**config.mk**
```make
export PLATFORM = sky130hd
export DESIGN_NAME = bab_cordic_stage
export DESIGN_NICKNAME = d
export VERILOG_FILES = /design/src/design/bab_pkg.sv /design/src/design/bab_cordic_stage.sv
export SDC_FILE = /design/constraint.sdc
export NUM_CORES = 1
export LEC_CHECK = 0
export BUFFER_PORTS_ARGS = -buffer_cell sky130_fd_sc_hd__buf_4
export CORE_MARGIN = 5
export CORE_UTILIZATION = 28
export DETAILED_ROUTE_END_ITERATION = 8
export PLACE_DENSITY = 0.44
export SLEW_MARGIN = 20
export SYNTH_ARGS = -nofsm -noshare
export SYNTH_HDL_FRONTEND = slang
export SYNTH_SLANG_ARGS = --single-unit
```
**constraint.sdc**
```tcl
create_clock -name clk -period 4.96 [get_ports clk]
set_clock_uncertainty 0.15 [all_clocks]
set_input_delay 0.496 -clock clk [delete_from_list [all_inputs] [get_ports clk]]
set_output_delay 0.496 -clock clk [all_outputs]
set_load 0.01 [all_outputs]
```
**src/design/bab_pkg.sv**
```systemverilog
// shared constants, types and angle table function for the bearing block
`timescale 1ns / 1ps
`default_nettype none
package bab_pkg;

  // default sizes handed to the top level
  localparam int COORD_BITS_DEF    = 24;
  localparam int CORDIC_STAGES_DEF = 20;

  // vector lanes hold the scaled doubled difference, angle lane degrees Q.24
  localparam int XW      = 64;
  localparam int ZW      = 34;
  localparam int RW      = ZW - 15;
  localparam int ANGLE_W = 17;
  localparam int SCALE_TOP = 58;

  localparam int FULL_TURN = 92160;
  localparam logic [63:0] DEG_Q24_PER_RAD = 64'd961263669;
  localparam logic [63:0] FORTY_FIVE_Q24  = 64'd754974720;
  localparam logic [63:0] HALF_TURN_Q24   = 64'd3019898880;

  // one item travelling through the rotation stages
  typedef struct packed {
    logic                 zero;
    logic signed [XW-1:0] x;
    logic signed [XW-1:0] y;
    logic signed [ZW-1:0] z;
  } bab_vec_t;

  // restoring long division, evaluated at elaboration only
  function automatic logic [63:0] div_floor(input logic [63:0] num, input logic [63:0] den);
    logic [63:0] rem;
    logic [63:0] quo;
    rem = '0;
    quo = '0;
    for (int b = 63; b >= 0; b--) begin
      rem = {rem[62:0], num[b]};
      if (rem >= den) begin
        rem = rem - den;
        quo[b] = 1'b1;
      end
    end
    return quo;
  endfunction

  // atan(2^-i) in degrees Q.24 from a truncated series in Q.60 radians
  function automatic logic [63:0] stage_angle(input int unsigned i);
    logic signed [63:0] s;
    logic [63:0]        t;
    logic [63:0]        p;
    int unsigned        e;
    logic               done;
    s = '0;
    done = 1'b0;
    p = FORTY_FIVE_Q24;
    if (i != 0) begin
      for (int unsigned k = 0; k < 64; k++) begin
        e = i * (2 * k + 1);
        if (e > 60) done = 1'b1;
        if (!done) begin
          t = div_floor(64'd1 << (60 - e), 64'(2 * k + 1));
          if (k % 2 == 1) s = s - $signed(t);
          else s = s + $signed(t);
        end
      end
      if (s < 0) s = '0;
      p = (((64'(s) >> 28) * DEG_Q24_PER_RAD) + (64'd1 << 31)) >> 32;
    end
    return p;
  endfunction

endpackage
`default_nettype wire

```
**src/design/bab_cordic_stage.sv**
```systemverilog
// one vectoring rotation step with its pipeline register
`timescale 1ns / 1ps
`default_nettype none
module bab_cordic_stage #(
  parameter int STAGE = 0
) (
  input  wire               clk,
  input  wire               rst,
  input  wire               en,
  input  wire               in_valid,
  input  bab_pkg::bab_vec_t in_vec,
  output logic              out_valid,
  output bab_pkg::bab_vec_t out_vec
);

  localparam int ZW = bab_pkg::ZW;
  localparam logic signed [ZW-1:0] ANGLE = ZW'(bab_pkg::stage_angle(STAGE));

  logic signed [bab_pkg::XW-1:0] xs, ys;
  bab_pkg::bab_vec_t             vec_next;

  // rotate toward the x axis, accumulate the turned angle
  always_comb begin
    xs = in_vec.x >>> STAGE;
    ys = in_vec.y >>> STAGE;
    vec_next.zero = in_vec.zero;
    if (in_vec.y > 0) begin
      vec_next.x = in_vec.x + ys;
      vec_next.y = in_vec.y - xs;
      vec_next.z = in_vec.z + ANGLE;
    end else begin
      vec_next.x = in_vec.x - ys;
      vec_next.y = in_vec.y + xs;
      vec_next.z = in_vec.z - ANGLE;
    end
  end

  always_ff @(posedge clk) begin
    if (rst) begin
      out_valid <= 1'b0;
    end else if (en) begin
      out_valid <= in_valid;
    end
  end

  always_ff @(posedge clk) begin
    if (en) begin
      out_vec <= vec_next;
    end
  end

endmodule
`default_nettype wire

```
Word-level counts from Yosys, hierarchy flattened

Index checks and enable logic that the tools add are counted.

Logic and storage cells: 12
Memories: 0
Output and inout bits: 164
Memory bits (writable): 0
Latch bits: 0
Register bits: 164
ROM bits: 0
Input bits: 167

Div/mod/pow operators: 0
Eq/ne operators: 0
Mux-type cells: 1
$add $sub $neg: 5
Bitwise logic cells: 0
$lt $le $gt $ge: 1
Shift-type cells: 0
Reductions and logical operators: 0
Multiply operators: 0

Operators by type and width:

| kind                                                                  | number |
|---|---|
| 162-bit two-way mux                                                   | 1 |
| 64-bit subtractor                                                     | 2 |
| 64-bit adder                                                          | 1 |
| 64-bit by 1-bit > comparator with 1-bit output, second input constant | 1 |
| 34-bit by 31-bit adder with 34-bit output, second input constant      | 1 |
| 34-bit by 31-bit subtractor with 34-bit output, second input constant | 1 |

Longest topological paths before layout

Word-level depth: 2
Mapped depth: 17
Gate-level depth less buffers: 14

Worst setup path after synthesis

OpenSTA, ideal clock, no wires.

Path kind: input to register
From: input port in_vec[88] (netlist bit)
To: register out_vec[33] (netlist bit) (data pin)
Library setup time: 0.259 ns
Stages: 17
Arrival time: 3.660 ns
Required time: 4.551 ns
Buffers on the path: 3
Slack: 0.891 ns
Cells stage by stage: nor4_1 nand4_1 nor4_1 or2_2 clkbuf_1 clkbuf_1 buf_1 ha_1 a21o_1 a21oi_1 o21bai_1 a21oi_1 o21bai_1 a21oi_1 o21bai_1 a21oi_1 xnor2_1

RTL lines:

| item                 | line                   | source |
|---|---|---|
| start, declared      | bab_cordic_stage.sv:11 | `input bab_pkg::bab_vec_t in_vec,` |
| end signal, assigned | bab_cordic_stage.sv:48 | `out_vec <= vec_next;` |
| end, declared        | bab_cordic_stage.sv:13 | `output bab_pkg::bab_vec_t out_vec` |

==> results.sh <==
export IMPL_ctsRootBufferMaster="clkbuf_16"
export IMPL_insertedDiodeCount=0
export IMPL_detail_route_wirelength_microns=80600
export IMPL_peakVddDrop_v=0.000297
export IMPL_p_total_mw=5.98
export IMPL_status="finished, final reports clean"
export IMPL_boundary_pin_count=331
export IMPL_total_buffers_and_inverters_traversed_by_the_critical_path=2
export IMPL_slew_limit_headroom_pct=43.2
export IMPL_grt_first_pass_wirelength_microns=117000
export IMPL_grt_setup_unrepaired="no"
export IMPL_layout_cells_most_common_list="408 x buf_4, 300 x a21oi_1, 208 x inv_1"
export IMPL_timing_max_cap_violations=0
export IMPL_detailed_place_hpwl_microns=66100
export IMPL_maxClockFrequency_mhz=232
export IMPL_groute_layer_met1_usage_pct=31.7
export IMPL_via_count_of_the_first_global_routing_pass=17800
export IMPL_grt_util_met3_pct=4.38
export IMPL_layout_cell_area_non_filler_sq_um=22100
export IMPL_grt_usage_pct=23.1
export IMPL_crit_path_cell_trace="buf_4, inv_1, ha_1, or3_1, nor2_1, a21boi_1, a2111oi_2, o31ai_2, nand3_1, a2111oi_0, nor3_1, o21ai_0, xnor2_1"
export IMPL_synth_edf_count=162
export IMPL_worst_skew_pair_late_latency_ns=0.50
export IMPL_cp_top_family="compound AO/OA/AOI/OAI gates"
export IMPL_synthesis_area_per_instance_sq_um=8.13
export IMPL_post_route_drc_count=0
export IMPL_finalHoldViolations=0
export IMPL_seq_total_area_yosys_pct=28.1
export IMPL_cts_htree_levels=4
export IMPL_groute_layer_met2_usage_pct=37.4
export IMPL_syn_area_sq_um=17400
export IMPL_cts_post_setup_buffers_inserted=0
export IMPL_initial_core_util_pct=28.2
export IMPL_worst_endpoint_arrival_ns=4.39
export IMPL_synthFlopType="edfxtp_1"
export IMPL_leakage_power_nw=9.53
export IMPL_finish_utilization_pct=35.8
export IMPL_via_count=17900
export IMPL_final_max_slew_violation_count=0
export IMPL_crit_path_start_kind="primary input"
export IMPL_drt_iter0_drc=1590
export IMPL_numClockSinks=163
export IMPL_synth_nets=2503
export IMPL_post_drt_via_cell_ratio=5.34
export IMPL_shortest_period_the_worst_path_allows_ns=4.30
export IMPL_grt_max_degree=115
export IMPL_hold_slack_ns=0.0808
export IMPL_chip_width_microns=259
export IMPL_floorplan_core_area_sq_um=61600
export IMPL_post_synth_top_area_fraction_pct=28.0
export IMPL_setup_total_negative_slack_ns=0
export IMPL_timing_critical_path_slowest_cell_delay_ns=0.72
export IMPL_largest_driver_fanout_on_the_critical_path=14
export IMPL_port_buffer_count=330
export IMPL_globalRouteOverflowTotal=0
export IMPL_antenna_violations_before_repair=4
export IMPL_clock_tree_buffer_depth=2
export IMPL_synth_top_cells_by_area="edfxtp_1 28%, ha_1 14%, a21oi_1 8.6%"
export IMPL_report_final_setup_viol=0
export IMPL_die_area_sq_um=67100
export IMPL_die_y_microns=259
export IMPL_postSynthRegisterBits=163
export IMPL_transition_time_at_the_pin_with_the_least_slew_margin_ns=0.847
export IMPL_netlist_top_cell_by_area="edfxtp_1"
export IMPL_synth_cells=2135
export IMPL_antenna_left=0
export IMPL_layout_commonest_cell="buf_4"
export IMPL_syn_to_final_growth_pct=27.1
export IMPL_wl_per_cell_microns=24.0
export IMPL_cts_buffers=17
export IMPL_final_weighted_congestion_in_routability_driven_placement=0.960
export IMPL_drt_first_pass_iters=5
export IMPL_setup_worst_path_end_class="register"
export IMPL_worst_path_max_delay_cell="a2111oi_0"
export IMPL_cts_tree="built"
export IMPL_drive_above_1_share_pct=19.2
export IMPL_power_density_nw_per_um2=271
export IMPL_post_synth_cell_types=83
export IMPL_critPathRequiredTime_ns=5.04
export IMPL_critical_path_class="primary input to register"
export IMPL_ys_warnings_count=0
export IMPL_fin_nets=2871
export IMPL_hold_class="primary input to register"
export IMPL_row_count=91
export IMPL_clk_transition_reported_paths_ns=0.07
export IMPL_placed_cell_area_sq_um=21200
export IMPL_final_period_utilization_pct=86.8
export IMPL_synth_async_reset_ratio_pct=0
export IMPL_global_route_peak_usage_layer="met2"
[report_power, final]
part	internal (mW)	switching (mW)	leakage, nW	total [mW]
logic	1.01	1.57	7.63	2.58
registers	1.81	0.0874	1.59	1.90
clock network	0.808	0.692	0.303	1.50
[per-layer routing]
| metal | vias up | share of wire (%) |
|---|---|---|
| met5 | - | 0.072 |
| li1 | 8438 | - |
| met2 | 691 | 46 |
| met3 | 98 | 6.1 |
| met1 | 8673 | 45 |
| met4 | 8 | 2.4 |
[path summary, 6_finish.rpt]
kind                          startpoint                endpoint  slack (ns)  cells after the start
hold / removal                  in_valid  out_valid$_SDFFE_PP0P_        0.08                      3
hold reg to reg   out_valid$_SDFFE_PP0P_  out_valid$_SDFFE_PP0P_        0.35                      2
setup reg to reg  out_valid$_SDFFE_PP0P_  out_valid$_SDFFE_PP0P_        4.24                      2
setup / recovery              in_vec[44]  out_vec[152]$_DFFE_PP_        0.66                     13
[registers in the layout (all words and copies together) (netlist names)]
register	cells
out_valid	1
out_vec	162
[cell usage after synthesis, types with 16 or more instances]
cell type / instances
o211ai_1: 17
nand2b_1: 18
mux2i_1: 20
o21ai_0: 152
nand4_1: 45
clkbuf_1: 56
a21oi_1: 300
nand2_1: 129
a31oi_1: 19
inv_1: 209
nor2b_1: 19
xnor2_1: 124
a211oi_1: 16
ha_1: 197
o31ai_1: 26
edfxtp_1: 162
o21bai_1: 58
buf_1: 16
o21a_1: 27
nor2_1: 192
nor4_1: 34
nor3_1: 32
nand3_1: 22
a21o_1: 48
[worst reg2reg max path: stages (launching register included)]
cell,delay [ns]
dfxtp_1,0.31
mux2i_1,0.12
nor2_1,0.05
[layout make-up]
class | instances | area (sq um)
Clock buffer | 18 | 429
Clock inverter | 14 | 189
Fill cell | 6579 | 39500
Inverter | 216 | 813
Multi-Input combinational cell | 1667 | 11300
Sequential cell | 163 | 4880
Tap cell | 837 | 1050
Timing Repair Buffer | 438 | 3390
[cell families (layout without fill, tap and decap cells)]
| logic type | after synthesis | count (layout) | share of synthesized area, % |
|---|---|---|---|
| buf+inv | 305 | 686 | 6.76 |
| fa+ha+maj | 201 | 201 | 14.7 |
| simple gates | 530 | 530 | 14.3 |
| xor+xnor | 135 | 135 | 6.81 |
| flops | 163 | 163 | 28.1 |
| mux | 20 | 20 | 1.15 |
| compound gates | 781 | 781 | 28.2 |
[timing repair]
item,in CTS,in global routing
hold endpoints to repair,26,0
gates resized for setup,0,0
hold buffers,26,0
setup endpoints to repair,0,0
[through the flow]
stage               instances  setup WS [ns]
finish                   3353          0.655
global route             3353          0.550
CTS                      3353          0.632
detailed placement       3295         0.0975
global placement         3295          0.136
floorplan                2135          0.891
Note: power is estimated with default switching activity, not from simulation.
