## src/design/bab_pkg.sv

```systemverilog
// shared constants, types and angle table function for the bearing block
`timescale 1ns / 1ps
`default_nettype none
package bab_pkg;

  // default sizes handed to the top level
  localparam int COORD_BITS_DEF    = 24;
  localparam int CORDIC_STAGES_DEF = 20;

  // vector lanes hold the scaled doubled difference, angle lane degrees Q.24
  localparam int XW      = 64;
  localparam int ZW      = 34;
  localparam int RW      = ZW - 15;
  localparam int ANGLE_W = 17;
  localparam int SCALE_TOP = 58;

  localparam int FULL_TURN = 92160;
  localparam logic [63:0] DEG_Q24_PER_RAD = 64'd961263669;
  localparam logic [63:0] FORTY_FIVE_Q24  = 64'd754974720;
  localparam logic [63:0] HALF_TURN_Q24   = 64'd3019898880;

  // one item travelling through the rotation stages
  typedef struct packed {
    logic                 zero;
    logic signed [XW-1:0] x;
    logic signed [XW-1:0] y;
    logic signed [ZW-1:0] z;
  } bab_vec_t;

  // restoring long division, evaluated at elaboration only
  function automatic logic [63:0] div_floor(input logic [63:0] num, input logic [63:0] den);
    logic [63:0] rem;
    logic [63:0] quo;
    rem = '0;
    quo = '0;
    for (int b = 63; b >= 0; b--) begin
      rem = {rem[62:0], num[b]};
      if (rem >= den) begin
        rem = rem - den;
        quo[b] = 1'b1;
      end
    end
    return quo;
  endfunction

  // atan(2^-i) in degrees Q.24 from a truncated series in Q.60 radians
  function automatic logic [63:0] stage_angle(input int unsigned i);
    logic signed [63:0] s;
    logic [63:0]        t;
    logic [63:0]        p;
    int unsigned        e;
    logic               done;
    s = '0;
    done = 1'b0;
    p = FORTY_FIVE_Q24;
    if (i != 0) begin
      for (int unsigned k = 0; k < 64; k++) begin
        e = i * (2 * k + 1);
        if (e > 60) done = 1'b1;
        if (!done) begin
          t = div_floor(64'd1 << (60 - e), 64'(2 * k + 1));
          if (k % 2 == 1) s = s - $signed(t);
          else s = s + $signed(t);
        end
      end
      if (s < 0) s = '0;
      p = (((64'(s) >> 28) * DEG_Q24_PER_RAD) + (64'd1 << 31)) >> 32;
    end
    return p;
  endfunction

endpackage
`default_nettype wire

```

## src/design/bab_back.sv

```systemverilog
// back end: round the angle to 1/256 degree, wrap into one turn, output register
`timescale 1ns / 1ps
`default_nettype none
module bab_back (
  input  wire                           clk,
  input  wire                           rst,
  input  wire                           en,
  input  wire                           out_en,
  input  wire                           in_valid,
  input  bab_pkg::bab_vec_t             in_vec,
  output logic                          rnd_valid,
  output logic                          out_valid,
  output logic [bab_pkg::ANGLE_W-1:0]   bearing_angle
);

  localparam int ZW = bab_pkg::ZW;
  localparam int RW = bab_pkg::RW;
  localparam int AW = bab_pkg::ANGLE_W;
  localparam logic signed [RW-1:0] TURN = RW'(bab_pkg::FULL_TURN);

  logic [ZW:0]          sum;
  logic signed [RW-1:0] rnd, rnd_next;
  logic                 rnd_zero;
  logic signed [RW-1:0] wrapped;
  logic [AW-1:0]        angle_next;

  // round half up, floor shift
  always_comb begin
    sum      = {in_vec.z[ZW-1], in_vec.z} + (ZW + 1)'(1 << 15);
    rnd_next = $signed(sum[ZW:16]);
  end

  always_ff @(posedge clk) begin
    if (rst) begin
      rnd_valid <= 1'b0;
    end else if (en) begin
      rnd_valid <= in_valid;
    end
  end

  always_ff @(posedge clk) begin
    if (en) begin
      rnd      <= rnd_next;
      rnd_zero <= in_vec.zero;
    end
  end

  // wrap into one turn; coincident centres give zero
  always_comb begin
    if (rnd < 0) begin
      wrapped = rnd + TURN;
    end else if (rnd >= TURN) begin
      wrapped = rnd - TURN;
    end else begin
      wrapped = rnd;
    end
    angle_next = rnd_zero ? '0 : wrapped[AW-1:0];
  end

  // output register
  always_ff @(posedge clk) begin
    if (rst) begin
      out_valid <= 1'b0;
    end else if (out_en) begin
      out_valid <= rnd_valid;
    end
  end

  always_ff @(posedge clk) begin
    if (out_en) begin
      bearing_angle <= angle_next;
    end
  end

endmodule
`default_nettype wire

```

## config.mk

```make
export PLATFORM = sky130hd
export DESIGN_NAME = bab_back
export DESIGN_NICKNAME = d
export VERILOG_FILES = /design/src/design/bab_pkg.sv /design/src/design/bab_back.sv
export SDC_FILE = /design/constraint.sdc
export NUM_CORES = 1
export LEC_CHECK = 0
export ABC_AREA = 1
export CAP_MARGIN = 40
export CORE_AREA = 2 2 73 75
export CTS_BUF_LIST = sky130_fd_sc_hd__clkbuf_8
export DETAILED_ROUTE_END_ITERATION = 8
export DIE_AREA = 0 0 75 77
export DONT_BUFFER_PORTS = 1
export HOLD_SLACK_MARGIN = 0.06
export PLACE_DENSITY = 0.65
export SYNTH_ARGS = -nofsm -noshare
export SYNTH_HDL_FRONTEND = slang
export SYNTH_SLANG_ARGS = --single-unit
```

## constraint.sdc

```tcl
create_clock -name clk -period 1.8 [get_ports clk]
set_input_delay 0.18 -clock clk [delete_from_list [all_inputs] [get_ports clk]]
set_output_delay 0.18 -clock clk [all_outputs]
set_load 0.005 [all_outputs]
```

# After elaboration in Yosys (flattened, before gate mapping)

Index checks and enable logic that the tools add are counted.

Magnitude comparators: 2
Shifts and indexed selects: 0
Reductions and logical operators: 0
$mul: 0
Equal/unequal tests: 0
$add $sub $neg: 3
Bitwise operators: 0
Multiplexer cells: 2
Div/mod/pow operators: 0

Operators with widths:

| kind                                                                | number |
|---|---|
| adder 34 x 17 -> 35 bit, second input constant                      | 1 |
| two-way mux 17 bit                                                  | 2 |
| greater-or-equal comparator 19 x 18 -> 1 bit, second input constant | 1 |
| < comparator 19 x 1 -> 1 bit, second input constant                 | 1 |
| adder 17 bit, second input constant                                 | 1 |
| subtractor 17 bit, second input constant                            | 1 |

Register bits after elaboration: 39
Memories kept: 0
Output and inout port bits: 19
Bits in writable memories: 0
Bits in latches: 0
Bits in read-only memories: 0
Input bits: 168

# Logic depth before layout (Yosys ltp)

Depth after elaboration: 3
Gate-level depth with buffers: 11
Mapped depth without buffers: 11

# Least setup slack after synthesis

OpenSTA, ideal clock, no wires.

Kind: reg2reg
Start point: register rnd[11]
End point: register bearing_angle[15] (netlist name) (data pin)
Clock period less this slack: 1.577 ns
Cell stages (with the launch flop): 11
Arrival: 1.322 ns
Path slack: 0.223 ns
Data required time: 1.545 ns
Cell sequence: edfxtp_1 -> inv_1 -> ha_1 -> inv_1 -> nand3_1 -> nand3_1 -> nand3_1 -> nand2_1 -> nand2_1 -> a21oi_1 -> nor2_1

Cells in the longest elaborated chain, start to end: 3
Elaborated cells on any way between the ends: 6

Ends and longest elaborated chain:

| item                                                                                     | line                           | text |
|---|---|---|
| start: declaration                                                                       | bab_back.sv:22                 | `logic signed [RW-1:0] rnd, rnd_next;` |
| start signal: assignment                                                                 | bab_back.sv:43                 | `rnd <= rnd_next;` |
| subtractor 17 bit / greater-or-equal comparator 19 x 18 -> 1 bit (equally long branches) | bab_back.sv:53, bab_back.sv:52 |  |
| two-way mux 17 bit                                                                       | bab_back.sv:52                 | `end else if (rnd >= TURN) begin` |
| two-way mux 17 bit *                                                                     | bab_back.sv:50                 | `if (rnd < 0) begin` |
| end signal: assignment                                                                   | bab_back.sv:71                 | `bearing_angle <= angle_next;` |
| end: declaration                                                                         | bab_back.sv:13                 | `output logic [bab_pkg::ANGLE_W-1:0] bearing_angle` |

Mark *: on every way between the ends. The rest lies on a longest branch, timed or not.
A chain may end at the register's enable or synchronous reset.

# Final worst setup path

Start point: register rnd[12]
End point: register bearing_angle[16] (netlist name) (data pin)

Same word-level chain as after synthesis.

==> results summary <==
The DRC violation count after routing came out at 0. The wire-length estimate of the detail-placed layout is approximately 2.6 mm. The run finished with clean final reports. The critical path in this run is classified as register to register.

In this run the worst path has a maximum fanout of 5. The power density normalized to cell area came out at roughly 800 nW/um^2. The worst supply voltage drop on vdd is 0.000294 V.

The async set-or-reset flop fraction in the synthesized netlist came out at 0. The maximum number of pins on one net before global-route repair came out at 21. The routed wire length per instance is 11.3 um. The final design area excluding fillers came out at 2330 sq um. The reg-to-reg setup timing slack is roughly 140 ps. The I/O pin count came out at about 190. The height of the die is slightly below 80 um.

The Yosys step of the flow raised 0 warnings. Headroom to the max-slew limit came out at 0.441. The most prevalent standard cell on the critical path is sky130_fd_sc_hd__nand3_2. The startpoint kind of the worst setup timing path is a register. The deepest clock path buffer count came out at 2. The final estimated routing congestion in global placement came out at between 0.8 and 0.9. The final antenna diode count came out at 0.

The number of nets with antenna violations after routing is 0. The cell count of the worst reg-to-reg path is 10. The path with the worst hold slack has its endpoint at rnd[3]. In this run the horizontal extent of the chip is around 75 um.

For the pin with the worst max-slew slack, the measured transition is 836 ps. The highest cell delay on the worst timing path is approximately 370 ps. The residual overflow from global routing is 0.

The synthesized net count came out at roughly 380. The first global-routing pass estimated 5.73 mm of wire. Along the worst hold path, the cell count comes to 1.

TritonCTS built the clock tree. On the final layout, the worst clock skew is between 6 and 7 ps. Dividing the detail-routed via count by the number of cells gives roughly 4.5. The register clock-pin slew on the reported worst setup and hold paths is 80 ps. The number of nets in the final layout came out at roughly 400. The startpoint identified for the worst hold timing path is in_vec[19].

Of the post-synthesis cell area, the dominant cell type holds 0.546. The DRC marker count from the first detailed-route iteration came out at 74. The final wirelength is 3.39 mm.

STA classifies the critical path endpoint as a register. The proportion of synthesized chip area in sequential cells came out at 0.565. The worst path meets setup with 136 ps of slack. For this design, the slowest cell found on the critical path is sky130_fd_sc_hd__edfxtp_1. Among all flip-flop cells after synthesis, the most frequent one is sky130_fd_sc_hd__edfxtp_1.

Across the run, the number of max-cap violations was 0. The count of unique library cells instantiated by Yosys is 22. The critical path goes through inv_1 -> ha_1 -> inv_1 -> nand3_2 -> nand3_2 -> nand3_2 -> nand2_2 -> nand2_1 -> a21oi_1 -> nor2_1.

The routed via count came out at approximately 1300. The post-synthesis cell area came out at roughly 2000 sq um. Clock tree synthesis inserted a total of 5 buffers. The largest area contributor in the netlist is sky130_fd_sc_hd__edfxtp_1. The post-synthesis to final-layout area growth came out at 14.3%. The area inside the core boundary is between 4000 and 5000 sq um. The layout cell share with drive strength beyond 1 came out at 0.114.

The instance area after placement is approximately 2100 sq um. The maximum clock frequency came out at between 0.6 and 0.7 GHz. The via count of the first global-routing pass came out at about 1300.

The required arrival time at the worst endpoint came out at roughly 1900 ps. The number of enable-type register cells in the synthesized netlist came out at 37. The overall global routing resource usage is 0.130. The CTS H-tree depth is 2. The average instance area after synthesis came out at 9.60 sq um. Buffers placed on the I/O ports in this run total 0. The clock period minus final worst setup slack came out at about 1700 ps.

The synthesized netlist cell count is about 210. The critical path data arrival time is about 1700 ps. The post-placement worst setup slack is roughly 110 ps. The count of buffers added by post-CTS timing repair for setup is 0. The static leakage came out at about 0.98 nW. Dividing the final minimum period by the clock period gives 0.925. The final number of setup-violating endpoints is 0. The count of final hold-check violations was 0.

The first TritonRoute pass finished after 4 iterations. The class of the worst hold path is input port to register. The aggregate negative setup slack came out at 0 ps.

The count of standard-cell rows is 26. sky130_fd_sc_hd__nand2_1 is the most common cell in the netlist. The worst register-to-register path begins at rnd[12].

The later-pin clock latency in the skew report came out at 290 ps. The floorplan step defined a die boundary enclosing around 5800 sq um. The number of flip-flops and latches in the synthesized netlist came out at 39. The initial antenna violation count came out at 0.

Counting instances in the post-synthesis netlist gives the leading cell types as sky130_fd_sc_hd__nand2_1, sky130_fd_sc_hd__edfxtp_1, sky130_fd_sc_hd__nor2_1. After synthesis, the cell types taking the most area are sky130_fd_sc_hd__edfxtp_1, sky130_fd_sc_hd__nand2_1, sky130_fd_sc_hd__nor2_1. In this run the clock root is driven by a sky130_fd_sc_hd__clkbuf_8. For this configuration, the core starts out at a cell density of 0.409.

The tree built by TritonCTS fans out to 39 sinks. The worst flop-to-flop path endpoint is bearing_angle[16]. The max-slew violation count is 0.
power by group:
| part | leakage [nW] | internal [mW] | total (mW) | switching, mW |
|---|---|---|---|---|
| sequential | 0.387 | 1.08 | 1.12 | 0.0413 |
| clock | 0.0418 | 0.269 | 0.560 | 0.291 |
| combinational | 0.548 | 0.0858 | 0.217 | 0.131 |
worst max path at each step:
stage,start,to,depth (start not counted)
6_report,rnd[12],bearing_angle[16],10
5_1_grt,rnd[12],bearing_angle[16],10
4_1_cts,rnd[12],bearing_angle[16],10
3_5_place_dp,rnd[12],bearing_angle[16],10
3_3_place_gp,rnd[12],bearing_angle[16],10
2_1_floorplan,rnd[11],bearing_angle[15],10
state kept, by name, summed over array words and instances, names as in the netlist:
signal	flops
bearing_angle	17
rnd_zero	1
out_valid	1
rnd	19
rnd_valid	1
layout make-up:
type	count	area (sq um)
tap	70	87.6
multi-input combinational	141	790
inverter	31	116
clock buffer	5	68.8
fill	463	2650
sequential	39	1150
timing repair buffer	10	92.6
clock inverter	3	20.0
worst max-delay path: cells and delay by family (launching register included):
family | cells | cell delay, ps
DFF | 1 | 370
and+or+nand+nor | 6 | 560
buffers and inverters | 2 | 180
adders and majority gates | 1 | 200
AOI/OAI and AO/OA | 1 | 140
per-layer routing:
layer	vias up	track usage	share of wire	routed length, um
li1	723	-	-	-
met2	39	0.193	0.47	1590
met1	573	0.164	0.45	1530
met3	7	0.0394	0.061	206
met4	0	0.0786	0.022	73
met5	-	0	0	0
placed cells by master, fill, tap and decap left out, types with 3 or more instances in the layout:
cell	count
sky130_fd_sc_hd__nand2_1	41
sky130_fd_sc_hd__edfxtp_1	37
sky130_fd_sc_hd__nor2_1	34
sky130_fd_sc_hd__inv_1	31
sky130_fd_sc_hd__xor2_1	11
sky130_fd_sc_hd__a21oi_1	9
sky130_fd_sc_hd__nand3_1	7
sky130_fd_sc_hd__dlygate4sd3_1	7
sky130_fd_sc_hd__nand3_2	6
sky130_fd_sc_hd__xnor2_1	6
sky130_fd_sc_hd__clkbuf_8	5
sky130_fd_sc_hd__nor3_1	4
sky130_fd_sc_hd__o21ai_0	4
sky130_fd_sc_hd__nor2_2	3
sky130_fd_sc_hd__nand2_2	3
sky130_fd_sc_hd__ha_1	3
sky130_fd_sc_hd__buf_4	3
metrics by stage:
stage,power [mW],hold slack (ps),util,instances
after floorplan,1.28,252,-,212
after global placement,1.32,253,0.430,284
after detailed placement,1.33,255,0.430,284
after CTS,1.92,80.6,0.462,299
after global routing,2.00,80.3,0.467,299
final,1.90,90.2,0.467,299
cell families (layout without fill, tap and decap cells):
logic type                 Yosys count  count (layout)  share of synthesized area
and+or+nand+nor                    105             105                      0.240
muxes                                2               2                    0.00983
buffers and inverters               32              49                     0.0590
AOI/OAI and AO/OA                   14              14                     0.0344
xor gates and xnor gates            17              17                     0.0731
DFF                                 39              39                      0.565
adders and majority gates            3               3                     0.0184
repair_timing:
action,4_1_cts,5_1_grt
hold endpoints to repair,40,0
hold buffers,7,0
gates resized for setup,0,7
setup endpoints to repair,0,6
(Power assumes the default switching activity.)
