**src/design/bab_pkg.sv**
```systemverilog
// shared constants, types and angle table function for the bearing block
`timescale 1ns / 1ps
`default_nettype none
package bab_pkg;

  // default sizes handed to the top level
  localparam int COORD_BITS_DEF    = 24;
  localparam int CORDIC_STAGES_DEF = 20;

  // vector lanes hold the scaled doubled difference, angle lane degrees Q.24
  localparam int XW      = 64;
  localparam int ZW      = 34;
  localparam int RW      = ZW - 15;
  localparam int ANGLE_W = 17;
  localparam int SCALE_TOP = 58;

  localparam int FULL_TURN = 92160;
  localparam logic [63:0] DEG_Q24_PER_RAD = 64'd961263669;
  localparam logic [63:0] FORTY_FIVE_Q24  = 64'd754974720;
  localparam logic [63:0] HALF_TURN_Q24   = 64'd3019898880;

  // one item travelling through the rotation stages
  typedef struct packed {
    logic                 zero;
    logic signed [XW-1:0] x;
    logic signed [XW-1:0] y;
    logic signed [ZW-1:0] z;
  } bab_vec_t;

  // restoring long division, evaluated at elaboration only
  function automatic logic [63:0] div_floor(input logic [63:0] num, input logic [63:0] den);
    logic [63:0] rem;
    logic [63:0] quo;
    rem = '0;
    quo = '0;
    for (int b = 63; b >= 0; b--) begin
      rem = {rem[62:0], num[b]};
      if (rem >= den) begin
        rem = rem - den;
        quo[b] = 1'b1;
      end
    end
    return quo;
  endfunction

  // atan(2^-i) in degrees Q.24 from a truncated series in Q.60 radians
  function automatic logic [63:0] stage_angle(input int unsigned i);
    logic signed [63:0] s;
    logic [63:0]        t;
    logic [63:0]        p;
    int unsigned        e;
    logic               done;
    s = '0;
    done = 1'b0;
    p = FORTY_FIVE_Q24;
    if (i != 0) begin
      for (int unsigned k = 0; k < 64; k++) begin
        e = i * (2 * k + 1);
        if (e > 60) done = 1'b1;
        if (!done) begin
          t = div_floor(64'd1 << (60 - e), 64'(2 * k + 1));
          if (k % 2 == 1) s = s - $signed(t);
          else s = s + $signed(t);
        end
      end
      if (s < 0) s = '0;
      p = (((64'(s) >> 28) * DEG_Q24_PER_RAD) + (64'd1 << 31)) >> 32;
    end
    return p;
  endfunction

endpackage
`default_nettype wire

```
**src/design/bab_front.sv**
```systemverilog
// front end: shape centres, then difference vector folded into the right half-plane
`timescale 1ns / 1ps
`default_nettype none
module bab_front #(
  parameter int COORD_BITS = bab_pkg::COORD_BITS_DEF
) (
  input  wire                         clk,
  input  wire                         rst,
  input  wire                         en,
  input  wire                         in_valid,
  input  wire signed [COORD_BITS-1:0] first_x,
  input  wire signed [COORD_BITS-1:0] first_y,
  input  wire        [COORD_BITS-2:0] first_w,
  input  wire        [COORD_BITS-2:0] first_h,
  input  wire                         first_is_circle,
  input  wire signed [COORD_BITS-1:0] second_x,
  input  wire signed [COORD_BITS-1:0] second_y,
  input  wire        [COORD_BITS-2:0] second_w,
  input  wire        [COORD_BITS-2:0] second_h,
  input  wire                         second_is_circle,
  output logic                        vec_valid,
  output bab_pkg::bab_vec_t           vec
);

  localparam int CW = COORD_BITS + 2;
  localparam int DW = COORD_BITS + 3;
  localparam int XW = bab_pkg::XW;
  localparam int ZW = bab_pkg::ZW;
  localparam int SHIFT = bab_pkg::SCALE_TOP - COORD_BITS;

  logic signed [CW-1:0] c1x, c1y, c2x, c2y;
  logic signed [CW-1:0] c1x_next, c1y_next, c2x_next, c2y_next;
  logic                 ctr_valid;

  logic signed [DW-1:0] dx, ndx, dy, ndy, xi, yi;
  logic                 left;
  bab_pkg::bab_vec_t    vec_next;

  // doubled centre: 2*pos plus size for a rectangle
  function automatic logic signed [CW-1:0] centre2(
    input logic [COORD_BITS-1:0] pos,
    input logic [COORD_BITS-2:0] size,
    input logic                  circ
  );
    logic [CW-1:0] add;
    add = circ ? '0 : {3'b000, size};
    return $signed({pos[COORD_BITS-1], pos, 1'b0}) + $signed(add);
  endfunction

  always_comb begin
    c1x_next = centre2(first_x, first_w, first_is_circle);
    c1y_next = centre2(first_y, first_h, first_is_circle);
    c2x_next = centre2(second_x, second_w, second_is_circle);
    c2y_next = centre2(second_y, second_h, second_is_circle);
  end

  // centre registers
  always_ff @(posedge clk) begin
    if (rst) begin
      ctr_valid <= 1'b0;
    end else if (en) begin
      ctr_valid <= in_valid;
    end
  end

  always_ff @(posedge clk) begin
    if (en) begin
      c1x <= c1x_next;
      c1y <= c1y_next;
      c2x <= c2x_next;
      c2y <= c2y_next;
    end
  end

  // differences in both senses, pick the one with non-negative x
  always_comb begin
    dx   = DW'(c2x) - DW'(c1x);
    ndx  = DW'(c1x) - DW'(c2x);
    dy   = DW'(c2y) - DW'(c1y);
    ndy  = DW'(c1y) - DW'(c2y);
    left = dx[DW-1];
    xi   = left ? ndx : dx;
    yi   = left ? dy : ndy;
    vec_next.zero = (c1x == c2x) && (c1y == c2y);
    vec_next.x    = $signed({{(XW - DW){xi[DW-1]}}, xi}) <<< SHIFT;
    vec_next.y    = $signed({{(XW - DW){yi[DW-1]}}, yi}) <<< SHIFT;
    vec_next.z    = left ? $signed(ZW'(bab_pkg::HALF_TURN_Q24)) : '0;
  end

  // start vector register
  always_ff @(posedge clk) begin
    if (rst) begin
      vec_valid <= 1'b0;
    end else if (en) begin
      vec_valid <= ctr_valid;
    end
  end

  always_ff @(posedge clk) begin
    if (en) begin
      vec <= vec_next;
    end
  end

endmodule
`default_nettype wire

```
**config.mk**
```make
export PLATFORM = sky130hd
export DESIGN_NAME = bab_front
export DESIGN_NICKNAME = d
export VERILOG_FILES = /design/src/design/bab_pkg.sv /design/src/design/bab_front.sv
export SDC_FILE = /design/constraint.sdc
export NUM_CORES = 1
export LEC_CHECK = 0
export ABC_CLOCK_PERIOD_IN_PS = 8000
export BUFFER_PORTS_ARGS = -buffer_cell sky130_fd_sc_hd__buf_4
export CORE_MARGIN = 4
export CORE_UTILIZATION = 60
export DETAILED_ROUTE_END_ITERATION = 7
export MAX_ROUTING_LAYER = met4
export PLACE_DENSITY_LB_ADDON = 0.05
export REMOVE_ABC_BUFFERS = 1
export SLEW_MARGIN = 20
export SYNTH_ARGS = -nofsm -noshare
export SYNTH_HDL_FRONTEND = slang
export SYNTH_SLANG_ARGS = --single-unit
export TNS_END_PERCENT = 30
```
**constraint.sdc**
```tcl
create_clock -name clk -period 8 [get_ports clk]
set_clock_uncertainty 0.15 [all_clocks]
set_input_delay 1.6 -clock clk [delete_from_list [all_inputs] [get_ports clk]]
set_output_delay 1.6 -clock clk [all_outputs]
set_load 0.02 [all_outputs]
```
# == Word level (Yosys, flattened, before mapping) ==
# Index checks and enable logic that the tools add are counted.
# word_totals
register_bits,195
latch_bits,0
ramBits,0
rom_bits,0
out_inout_bits,164
memories,0
# classes
add_sub_neg,8
n_mul,0
div_mod_pow,0
order_cmp,0
eq_ne,2
shifts,0
n_mux,7
bitwise_logic,0
n_reduce_logical,1
# op_table
operator,count
26-bit by 26-bit subtractor with 27-bit output,4
25-bit by 24-bit adder with 26-bit output,4
23-bit 2-to-1 mux,4
27-bit 2-to-1 mux,2
26-bit == test,2
32-bit 2-to-1 mux,1
1-bit logical AND,1

# == Depth between registers and ports, before layout ==
# Gate-level depths: netlist of run 1.
# logic_depth
word_depth,2
mapped_depth,14
mapped_depth_nobuf,13

# == Worst setup path before layout of run 1 ==
# No wires, ideal clock.
# synth_path
path_type,input-to-reg
start,input port first_is_circle
end,register c1y[23] (data pin)
setup_ns,0.259
t_arrival_ns,4.773
required_ns,7.591
path_slack_ns,2.819
stages,14
path_buffers,2
path_cell_list,clkbuf_1 clkbuf_1 nor2b_1 ha_1 fa_1 a21o_1 a21o_1 a2111oi_1 o211ai_1 a31o_2 nand2_1 nand2_1 a221o_1 xor2_1
# synth_via
elab_chain_cells,2
# synth_lines
item,line_no,source
from (decl),bab_front.sv:15,"input wire first_is_circle,"
23-bit 2-to-1 mux,bab_front.sv:46,"add = circ ? '0 : {3'b000, size};"
25-bit by 24-bit adder with 26-bit output,bab_front.sv:47,"return $signed({pos[COORD_BITS-1], pos, 1'b0}) + $signed(add);"
net c1y_next[23],bab_front.sv:32,"logic signed [CW-1:0] c1x_next, c1y_next, c2x_next, c2y_next;"
to (signal assigned),bab_front.sv:69,c1y <= c1y_next;
to (decl),bab_front.sv:31,"logic signed [CW-1:0] c1x, c1y, c2x, c2y;"
# The timed path passes the listed nets, and every way through them passes these cells.
# A chain may end at the register's enable or synchronous reset.

# == Worst setup path after layout of run 1 ==
# Ends and elaborated chain as after synthesis.

==> results of run 1 <==
## power by group through the flow
stage               Sequential (mW)  Clock (mW)  Combinational, mW
global route                   1.33       0.936               2.23
detailed placement             1.33           0               2.01
CTS                            1.32       0.898               2.03
floorplan                      1.43           0               1.24
global placement               1.33           0               1.99
finish                         1.32       0.896               2.05
## final timing paths
check	slack, ns	from	end
worst max-delay path	2.80	first_is_circle	c1y[23]
worst min-delay path	0.35	ctr_valid	ctr_valid
worst max register to register	3.88	c1x[0]	vec[82]
worst min register to register	0.35	ctr_valid	ctr_valid
## worst reg2reg max path, stage by stage, from the launching register on
cell	delay, ns
edfxtp_1	0.41
ha_1	0.27
fa_1	0.40
nor2b_1	0.23
o2111ai_2	0.15
a31oi_1	0.32
a221o_1	0.27
a41oi_2	0.20
nand2_2	0.16
buf_4	0.59
o311ai_0	0.33
a21boi_1	0.21
xor2_1	0.18
## registers in the layout, indices dropped and copies added (netlist names)
register and cells:
vec_valid 1, c1x 26, c2x 26, c1y 26, c2y 26, vec 56
ctr_valid 1
## synth_stat cells, types with 49 or more instances
library cell  number
a21o_1           101
xnor2_1           84
nor2b_1          116
clkbuf_1          49
inv_1            147
o21ai_0           81
a21oi_1          164
nor2_1            83
buf_4            108
nand2_1           96
edfxtp_1         160
ha_1             192
## final cells by class
class / instances / area (µm²) / area share
multi-input combinational: 1405 / 9913 / 0.5403
sequential: 162 / 4845 / 0.2641
timing repair buffer: 262 / 1971 / 0.1074
inverter: 148 / 555.5 / 0.03028
clock buffer: 17 / 425.4 / 0.02319
tap: 335 / 419.2 / 0.02285
clock inverter: 15 / 215.2 / 0.01173
antenna: 1 / 2.502 / 0.0001364
## through the flow
step | total power [mW] | setup slack (ns) | std cells
finish | 4.262 | 2.798 | 2345
global route | 4.502 | 2.534 | 2345
CTS | 4.243 | 2.794 | 2344
detailed placement | 3.346 | 2.344 | 2312
global placement | 3.315 | 2.479 | 2312
floorplan | 2.677 | 3.337 | 1715
## cells by family after synthesis
family                   share of synthesized area
XOR/XNOR                                   0.07166
multiplexers                              0.008830
flip-flops                                  0.3026
other                                    0.0002342
AO/OA/AOI/OAI                               0.2205
adder cells (fa/ha/maj)                     0.1600
buffers and inverters                       0.1010
AND/OR/NAND/NOR                             0.1351
## layer usage
metal,track usage,wire [µm],vias up
met5,-,0,-
met2,0.4830,20810,601
met3,0.03333,3227,62
met1,0.3811,18130,6351
li1,-,-,6586
met4,0.07131,703,0
==> impl_metrics.toml, run 1 <==
[sta]
slew_viol_final = 0
rsz0062_at_grt = "no"
worst_pin_slew_ns = 1.021
hold_viol = 0
timing.hold.ws_ns = 0.3506
relSlewSlack = 0.3128
finalCritPeriodShare = 0.6502
finalSetupViolCount = 0
max_freq_mhz = 192.2
tns_ns = 0
period_needed_ns = 5.202

[power_and_ir_drop]
p_sw_mw = 1.740
p_leak_nw = 8.815
pwr_density_cell_nw_per_um2 = 232.3
clkPwrFrac = 0.210
pwr-share-seq = 0.309
combPwrFrac = 0.481
intPower_mw = 2.522
peakVddDrop_mv = 0.1360
p_sw_frac = 0.4082

[floorplanning]
die_y_um = 171.4
core_um2 = 26130
start_util = 0.6127
dieArea_um2 = 29360
die_x_um = 171.4
ioPinCount = 358
rows = 59

[critical_path]
required_ns = 8.05
path_delay_family = "compound AO/OA/AOI/OAI gates"
cp-end-kind = "flip-flop"
start_kind = "input pin"
worstSetupPathType = "input pin to flip-flop"
cp_num_buf_inv = 1
path_cells = "buf_4 > nor2b_1 > ha_1 > fa_1 > a21o_1 > a21o_1 > a2111oi_1 > o211ai_1 > a31o_2 > nand2_1 > nand2_1 > a221o_1 > xor2_1"
reg2regPathDepth = 12
cp.depth = 13
arrival_ns = 5.25
crit_fanout = 46
max_stage_delay_ns = 0.79
slowest_stage = "a2111oi_1"

[global_route]
antenna_found_initial = 1
grt.total_usage = 0.2898
grt_max_degree = 106
grt_overflow = 0
grt_pass1_vias = 12800
grt_pass1_wl_um = 65930

[detailed_routing]
antenna_left = 0
drc = 0
avgViaCountPerCell = 5.800
drt_iter0_markers = 1182
first_pass_iters = 5
vias = 13600
routed_wirelength_um = 42870
wl_per_cell_um = 18.28

[layout]
post-route-util = 0.7020
stdcell_area_um2 = 18350
final_cell_mix = "261 x buf_4, 192 x ha_1, 164 x a21oi_1, 160 x edfxtp_1, 147 x inv_1"
nNetsFinal = 2390
final_common_cell = "buf_4"
fill_cells = 2092
area_delta_synth_final_pct = 14.58
drive_gt1_frac = 0.1563

[yosys]
synth_area_um2 = 16010
synth.top_cell.area_share = 0.3001
avgSynthCellArea_um2 = 8.965
synth_cell_types = 75
synth-seq-area-share = 0.3026
synth_warnings = 0
synth_top_area_cell = "edfxtp_1"
synth_edf_count = 160
ys_seq_elements = 162
synthFlopType = "edfxtp_1"
syn_inst = 1786
synth.area.top_cells = "edfxtp_1 30%, ha_1 15%, a21oi_1 5.1%, buf_4 5.1%, a21o_1 4.7%"
synthArstFlopShare = 0

[job]
maxCapViolations = 0

[cts]
root_buffer = "clkbuf_16"
clock-sinks = 162
h-tree-depth = 4
cts_resized = 0
cts.clk_slew.worst_paths_ns = 0.08
cts_buffers = 17
cts_tree = "built"
clockBufferDepth = 2
ctsHoldBuffers = 0
clk_latency_ns = 0.44
cts_setup_buffers = 0

[outcome]
status = "completed"

[worst_hold_path]
worstHoldPathType = "flip-flop to flip-flop"
holdPathStages = 2

[placed_design]
dp_hpwl_um = 34210
portBuffers = 259
post_dp_cell_area_um2 = 17700
gp_congestion = 0.9332
(Power assumes the default switching activity.)
==> run 2: changes to the inputs <==
--- a/config.mk
+++ b/config.mk
@@ -5,10 +5,11 @@
 export SDC_FILE = /design/constraint.sdc
 export NUM_CORES = 1
 export LEC_CHECK = 0
-export ABC_CLOCK_PERIOD_IN_PS = 8000
+export ABC_AREA = 1
+export ABC_CLOCK_PERIOD_IN_PS = 4600
 export BUFFER_PORTS_ARGS = -buffer_cell sky130_fd_sc_hd__buf_4
 export CORE_MARGIN = 4
-export CORE_UTILIZATION = 60
+export CORE_UTILIZATION = 53
 export DETAILED_ROUTE_END_ITERATION = 7
 export MAX_ROUTING_LAYER = met4
 export PLACE_DENSITY_LB_ADDON = 0.05
==> constraint.sdc (replaced) <==
create_clock -name clk -period 4.6 [get_ports clk]
set_clock_uncertainty 0.15 [all_clocks]
set_input_delay 0.92 -clock clk [delete_from_list [all_inputs] [get_ports clk]]
set_output_delay 0.92 -clock clk [all_outputs]
set_load 0.02 [all_outputs]
==> impl_metrics.toml, run 2 <==
[outcome]
status = "completed"

[yosys]
synth_cell_types = 44
synth_edf_count = 160
avgSynthCellArea_um2 = 6.494
synth_compound_area_frac = 0.08354
synth_top_area_cell = "edfxtp_1"
synth_adder_area_share = 0.1320
synth_area_um2 = 19410
synth.area.top_cells = "edfxtp_1 25%, nand2_1 19%, ha_1 12%, inv_1 10%, a21oi_1 4.9%"
synth.most_common_cell = "nand2_1"
synth_warnings = 0
synth_top_family_by_area = "simple AND/OR/NAND/NOR gates"
synth.top_cells.by_count = "989 x nand2_1, 518 x inv_1, 248 x nor2_1"
synthFlopType = "edfxtp_1"
synthArstFlopShare = 0
yosys.area_share.simple = 0.3184
synth.top_cell.area_share = 0.2475
syn_inst = 2989
synth-xor-area-share = 0.05730
synth-seq-area-share = 0.2496
ys_seq_elements = 162
synth.area.mux_share = 0

[global_route]
grt_overflow = 0
grt_max_degree = 81
grt.total_usage = 0.3233
grt_pass1_wl_um = 98240
antenna_found_initial = 1
grt_pass1_vias = 18363

[cts]
clk_latency_ns = 0.46
clock-sinks = 162
ctsHoldBuffers = 0
h-tree-depth = 4
cts_buffers = 17
cts_resized = 0
clockBufferDepth = 2
cts_tree = "built"
root_buffer = "clkbuf_16"
cts_setup_buffers = 0
cts.clk_slew.worst_paths_ns = 0.07

[layout]
area_delta_synth_final_pct = 12.21
fill_cells = 3470
largest_reg_flops = 56
final_cell_mix = "989 x nand2_1, 518 x inv_1, 261 x buf_4, 248 x nor2_1, 192 x ha_1"
drive_gt1_frac = 0.1041
regMostFlops = "vec"
post-route-util = 0.6080
final_common_cell = "nand2_1"
nNetsFinal = 3600

[sta]
finalCritPeriodShare = 0.6598
hold_viol = 0
finalSetupViolCount = 0
timing.hold.ws_ns = 0.3065
tns_ns = 0
slew_viol_final = 0
period_needed_ns = 3.035
max_freq_mhz = 329.5
relSlewSlack = 0.4468
setup_ws_ns = 1.565
rsz0062_at_grt = "no"
worst_pin_slew_ns = 0.8298

[power_and_ir_drop]
clkPwrFrac = 0.179
p_sw_frac = 0.4711
pwr-share-seq = 0.272
combPwrFrac = 0.549
p_sw_mw = 3.857
power_mw = 8.188
peakVddDrop_mv = 0.1945
intPower_mw = 4.331
p_leak_nw = 12.37
pwr_density_cell_nw_per_um2 = 375.9

[critical_path]
cpMostUsedCell = "nand2_2"
slowest_stage = "ha_1"
required_ns = 4.75
reg2regPathDepth = 11
worstSetupPathType = "flip-flop to flip-flop"
cp-end-kind = "flip-flop"
rrSetupSlack_ns = 1.57
crit_fanout = 52
start_kind = "flip-flop"
r2r_start = "c2x[25]"
arrival_ns = 3.19
path_cells = "ha_1 > nand2_2 > nor2_4 > inv_2 > nor3_4 > nand2_2 > nand2_4 > nand2_2 > nand2_4 > nand2_1 > nand2_1"
reg2reg_to = "vec[83]"
max_stage_delay_ns = 0.57

[placed_design]
dp_hpwl_um = 54510
pre_cts_slack_ns = 1.147
gp_congestion = 1.018
portBuffers = 259

[detailed_routing]
routed_wirelength_um = 63630
vias = 19554
drt_iter0_markers = 1935
wl_per_cell_um = 17.29
drc = 0
antenna_left = 0
avgViaCountPerCell = 5.312
first_pass_iters = 6

[worst_hold_path]
worstHoldPathType = "flip-flop to flip-flop"
hold_path_end = "vec_valid"
holdPathStages = 2
holdCritStartpoint = "ctr_valid"

[floorplanning]
die_y_um = 199.4
start_util = 0.5418
ioPinCount = 358
dieArea_um2 = 39750
core_um2 = 35830
die_x_um = 199.4
rows = 69

[job]
maxCapViolations = 0
run 2: changes by cell type after synthesis, sizes merged, moves of 36 or more:
cell   change
nor2     +173
inv      +376
nand4     +36
nor2b    -115
a21o      -87
xnor2     -58
xor2      +54
nand2    +914
nand3    +130
run 2: how the worst max path moves through the flow:
stage / startpoint / to / slack [ns] / cells past startpoint
floorplan: second_h[1] / c2y[21] / 1.88 / 14
global placement: second_is_circle / c2y[21] / 1.21 / 14
detailed placement: second_is_circle / c2y[21] / 1.15 / 14
CTS: c2x[25] / vec[79] / 1.61 / 11
global route: c2x[25] / vec[83] / 1.34 / 11
finish: c2x[25] / vec[83] / 1.57 / 11
run 2: cells by family (layout without fill, tap and decap cells):
family,count (synthesis),in the layout
buf+inv,686,819
fa+ha+maj,200,200
other cells,1,99
compound gates,304,304
simple gates,1509,1509
flops,162,162
xor+xnor,127,127
run 2: cell type report:
| class | count | area (µm²) | share of cell area |
|---|---|---|---|
| timing repair buffer | 262 | 1971 | 0.09047 |
| antenna | 1 | 2.502 | 0.0001149 |
| sequential | 162 | 4845 | 0.2224 |
| clock inverter | 15 | 146.4 | 0.006721 |
| multi-input combinational | 2238 | 11850 | 0.5438 |
| inverter | 525 | 1971 | 0.09047 |
| tap | 461 | 576.8 | 0.02648 |
| clock buffer | 17 | 425.4 | 0.01953 |
run 2: power groups by stage:
| stage | combinational (mW) | clock [mW] | sequential, mW |
|---|---|---|---|
| final | 4.50 | 1.47 | 2.22 |
| after global routing | 4.99 | 1.52 | 2.25 |
| after CTS | 4.41 | 1.46 | 2.23 |
| after detailed placement | 4.40 | 0 | 2.26 |
| after global placement | 4.32 | 0 | 2.24 |
| after floorplan | 2.75 | 0 | 2.43 |
run 2: layer usage:
layer,wire length (µm),track usage
met5,0,-
met4,1003,0.05962
met3,5808,0.03743
met2,27180,0.4825
met1,29640,0.4795
run 2: metrics by stage:
stage,cell area (µm²),std cells
2_1_floorplan,18660,2925
3_3_place_gp,21210,3648
3_5_place_dp,21210,3648
4_1_cts,21780,3680
5_1_grt,21780,3681
6_report,21780,3681
run 2: critical path, delay by kind of cell, from the launching register on:
family                   cells  cell delay [ns]
buffers and inverters        1             0.07
AND/OR/NAND/NOR              9             1.58
adder cells (fa/ha/maj)      1             0.57
flip-flops                   1             0.46
